$ cat src/rtl/mtm_pkg.sv
// Package for the mode tracker: command and result beat types, controller
// states and status codes. No dependencies.
package mtm_pkg;

    localparam int TableEntriesDefault = 256;
    localparam int ValueBits           = 32;

    typedef enum logic [1:0] {
        FUNC_ADD   = 2'd0,
        FUNC_DROP  = 2'd1,
        FUNC_EVAL  = 2'd2,
        FUNC_CLEAR = 2'd3
    } func_t;

    typedef enum logic [1:0] {
        ST_OK     = 2'd0,
        ST_FULL   = 2'd1,
        ST_ABSENT = 2'd2,
        ST_EMPTY  = 2'd3
    } status_t;

    typedef struct packed {
        logic [1:0]         func;
        logic signed [31:0] value;
    } cmd_t;

    typedef struct packed {
        logic signed [31:0] mode_value;
        logic [31:0]        mode_count;
        logic [1:0]         status;
    } rsp_t;

    typedef enum logic [3:0] {
        S_INIT,
        S_IDLE,
        S_CLR,
        S_SCAN,
        S_SCAN_DRAIN,
        S_UPD,
        S_DONE
    } state_t;

    // Commands from controller to datapath.
    typedef struct packed {
        logic load;
        logic clr_start;
        logic scan_start;
        logic upd;
        logic respond;
    } ctl_t;

    // Status from datapath to controller.
    typedef struct packed {
        logic clr_last;
        logic scan_last;
        logic pipe_empty;
        logic is_eval;
        logic is_clear;
    } sts_t;

endpackage

$ cat src/rtl/mtm_ctrl.sv
// Controller state machine of the mode tracker.
// Depends on mtm_pkg.
module mtm_ctrl (
    input  logic          clk,
    input  logic          rst_n,
    input  logic          start,
    output logic          busy,
    input  mtm_pkg::sts_t sts,
    output mtm_pkg::ctl_t ctl
);
    import mtm_pkg::*;

    state_t state_reg, state_next;

    // State register; reset starts a clearing pass over the count memory.
    always_ff @(posedge clk or negedge rst_n)
    begin
        if (!rst_n)
        begin
            state_reg <= S_INIT;
        end
        else
        begin
            state_reg <= state_next;
        end
    end

    // Next state and commands.
    always_comb
    begin
        state_next = state_reg;
        ctl        = '0;
        busy       = 1'b1;
        case (state_reg)
            S_INIT:
            begin
                // The clearing pass after reset gives no result beat.
                if (sts.clr_last)
                begin
                    state_next = S_IDLE;
                end
            end
            S_IDLE:
            begin
                busy = 1'b0;
                if (start)
                begin
                    ctl.load   = 1'b1;
                    state_next = S_SCAN;
                end
            end
            S_SCAN:
            begin
                if (sts.is_clear)
                begin
                    ctl.clr_start = 1'b1;
                    state_next    = S_CLR;
                end
                else
                begin
                    ctl.scan_start = 1'b1;
                    state_next     = S_SCAN_DRAIN;
                end
            end
            S_CLR:
            begin
                if (sts.clr_last)
                begin
                    state_next = S_DONE;
                end
            end
            S_SCAN_DRAIN:
            begin
                if (sts.scan_last && sts.pipe_empty)
                begin
                    state_next = sts.is_eval ? S_DONE : S_UPD;
                end
            end
            S_UPD:
            begin
                ctl.upd    = 1'b1;
                state_next = S_DONE;
            end
            S_DONE:
            begin
                ctl.respond = 1'b1;
                state_next  = S_IDLE;
            end
            default:
            begin
                state_next = S_IDLE;
            end
        endcase
    end

endmodule

$ cat config.mk
export PLATFORM = sky130hd
export DESIGN_NAME = mtm_ctrl
export DESIGN_NICKNAME = d
export VERILOG_FILES = /design/src/rtl/mtm_pkg.sv /design/src/rtl/mtm_ctrl.sv
export SDC_FILE = /design/constraint.sdc
export NUM_CORES = 1
export LEC_CHECK = 0
export ABC_CLOCK_PERIOD_IN_PS = 1300
export CORE_AREA = 2 2 39 41
export DETAILED_ROUTE_END_ITERATION = 8
export DIE_AREA = 0 0 41 43
export DONT_BUFFER_PORTS = 1
export MAX_ROUTING_LAYER = met4
export SETUP_SLACK_MARGIN = 0.05
export SLEW_MARGIN = 20
export SYNTH_ARGS = -nofsm -noshare
export SYNTH_HDL_FRONTEND = slang
export SYNTH_SLANG_ARGS = --single-unit
$ cat constraint.sdc
create_clock -name clk -period 1.3 [get_ports clk]
set_input_delay 0.13 -clock clk [delete_from_list [all_inputs] [get_ports clk]]
set_output_delay 0.13 -clock clk [all_outputs]
set_load 0.1 [all_outputs]
### Word-level counts from Yosys, hierarchy flattened

Cells that the tools add are included.

| word-level totals | value |
|---|---|
| register bits | 4 |

| cells by class | value |
|---|---|
| eq/ne operators | 10 |
| muxes and demuxes | 15 |
| reduce and logical (&&, ||, !) cells | 3 |

Operators by type and width:

| kind | number |
|---|---|
| 4-bit one-hot mux with 6 select lines | 1 |
| 4-bit two-way mux | 4 |
| 4-bit by 3-bit == test with 1-bit output (second input constant) | 3 |
| 4-bit by 2-bit == test with 1-bit output (second input constant) | 2 |
| 2-bit != test (second input constant) | 4 |
| 1-bit two-way mux | 7 |
| 4-bit by 1-bit == test with 1-bit output (second input constant) | 1 |
| 4-bit zero test | 1 |
| 2-bit two-way mux | 2 |
| 4-bit AND reduction | 1 |
| 3-bit two-way mux | 1 |
| 1-bit logical AND | 1 |

### Logic depth before layout (Yosys ltp)

| logic depth | value |
|---|---|
| word-level depth | 3 |
| depth in mapped cells | 4 |
| gate-level depth less buffers | 3 |

### Worst setup path after synthesis

No wires, ideal clock.

| path | value |
|---|---|
| path type | register to output |
| start point | register state_reg[2] |
| end point | output port ctl[2] in the netlist's numbering |
| arrival | 3.419 ns |
| data required time | 1.170 ns |
| setup slack | -2.249 ns |
| stages on the path, launching flop included | 3 |
| cell sequence | dfrtp_1 buf_2 nor4bb_1 |

RTL lines:

| item | RTL line | source |
|---|---|---|
| start, declared | mtm_ctrl.sv:13 | `state_t state_reg, state_next;` |
| start signal, assigned | mtm_ctrl.sv:24 | `state_reg <= state_next;` |
| end, declared | mtm_ctrl.sv:9 | `output mtm_pkg::ctl_t ctl` |

==> out/qor.csv <==
metric,value,unit
clk_latency,0.23,ns
ys.flop_type,dfrtp_1,
power_density,3140,nW/µm²
antenna_found_initial,0,
synthesis.area,248,µm²
drtPass1Iterations,2,
fin_nets,58,
drv_cap,0,
rsz0062_at_grt,true,
finish.utilization,38.3,%
yosysUniqueCellTypes,20,
core_area,1380,µm²
cts_buffers,3,
ys_seq_area_share,30.3,%
gr-total-overflow,0,
synth-edff-count,0,
end_kind,output pin,
slew_headroom,81.5,%
synthToLayoutAreaGrowth,114,%
synthTopCellsByArea,"dfrtp_1, a21oi_1, nand2b_1, buf_6, nor2_1",
htreeDepth,1,
hold_viol,0,
ir_drop,0.897,mV
placedInstanceArea,419,µm²
r2r_cells,4,
skew,0.00272,ns
drv_slew,0,
violations,setup timing,
setup_ws,-0.162,ns
drc_errors,0,
preCtsSetupSlack,0.0910,ns
period_share,112,%
layout.cells.non_filler,65,
tightest_slew,0.280,ns
yosysTopAreaCell,dfrtp_1,
cp.required,1.17,ns
clkSlewWorstSetupHoldPaths,0.03,ns
cts_root_buf,clkbuf_4,
cts_tree,built,
largest_register_ffs,3,
whs,0.113,ns
initial_core_util,17.9,%
routedWlPerCell,11.8,µm
dp_cells,55,
synth_warnings,0,
clockBufferDepth,2,
critPathLaunchType,register,
diodes,0,
hold_path_depth,2,
drive_gt1_share,59.2,%
fp.dieW,41,µm
synth.avg_cell_area,7.99,µm²
first_iter_violations,3,
routed_wirelength,769,µm
grt_max_degree,9,
crit_fanout,2,
vias,290,
hpwl,529,µm
syn_nets,39,
outcome,"finished, violations left",
netlist_instances,31,
io_pins,14,
grt_pass1_wl,1110,µm
critPathKind,register to output pin,
yosys-top-cells-count,"a21oi_1, dfrtp_1, nor2_1",
async_flop_share,100,%
grt_pass1_vias,293,
synth_top_area_share,30.3,%
die_h,43,µm
hp-class,input pin to register,
fin_area,531,µm²
synth_most_common_cell,a21oi_1,
cp_data_arrival_time,1.33,ns
gp_congestion,0.736,
via_per_inst,4.46,
fmax,684,MHz
fin_crit,1.46,ns
antenna_left,0,
finalSetupViolCount,5,
p_leak,0.226,nW
numPortBuffers,0,
die_area,1760,µm²
clkSinkCount,3,
synth-seq-cells,3,
core.rowCount,14,
grt_usage,10.0,%
-- metal layers --
| metal | wire, µm | track usage (%) | vias up |
|---|---|---|---|
| met1 | 298 | 10.7 | 139 |
| met2 | 440 | 15.3 | 7 |
| met4 | 0 | 10.0 | 0 |
| li1 | - | - | 144 |
| met3 | 30 | 0 | 0 |
| met5 | 0 | - | - |
-- per-stage QoR --
stage	setup TNS (ns)	power [mW]
after global routing	-0.671	1.75
after CTS	-0.465	1.59
after floorplan	-0.789	0.982
final	-0.396	1.67
after global placement	0	1.26
after detailed placement	0	1.28
-- worst max-delay path, cell delays in order, from the launching register on --
cell	delay (ns)
dfrtp_1	0.38
inv_4	0.04
or3_4	0.38
nor2_4	0.12
buf_12	0.18
-- cell families after synthesis --
family / after synthesis / synth area share (%)
AO/OA/AOI/OAI: 10 / 25.3
buffers and inverters: 5 / 12.1
AND/OR/NAND/NOR: 13 / 32.3
flip-flops: 3 / 30.3
-- what timing repair did --
item,in CTS,in global routing
endpoints found under the hold margin,3,0
setup buffers,3,2
gates resized for setup,6,3
hold buffers,1,0
setup endpoints to repair,6,7
pin swaps,1,2
-- area by class of cell --
cell class              count  area [µm²]
clock buffers               4        26.3
fillers                   139         853
inverters                   3        13.8
multi-input cells          23         194
flip-flops and latches      3        76.3
well taps                  16        20.0
repair buffers             16         200
-- cells in the final DEF, fill, tap and decap left out, types with 2 or more instances in the layout --
cell      synthesis  final
nor2_1            3      2
o21ai_0           2      2
dfrtp_1           3      2
buf_12            0      5
clkbuf_4          0      3
nor2_4            0      2
buf_6             1      4
buf_4             0      6
nand2b_4          0      2
nand2_1           2      2
a21oi_1           4      4
inv_1             2      2
-- power by group --
group,switching [mW],internal [mW],leakage (nW)
Clock,0.0446,0.115,0.0150
Combinational,0.724,0.585,0.176
Sequential,0.0523,0.144,0.0351
Total,0.821,0.844,0.226
-- path summary, 6_finish.rpt --
check	startpoint	endpoint	slack [ns]
min in group asynchronous	rst_n	state_reg[2]	0.15
hold reg to reg	state_reg[2]	state_reg[0]	0.63
setup / recovery	state_reg[0]	ctl[4]	-0.16
hold / removal	sts[2]	state_reg[0]	0.11
max in group asynchronous	rst_n	state_reg[2]	0.99
setup reg to reg	state_reg[1]	state_reg[1]	0.10
Note: power is estimated with default switching activity, not from simulation.
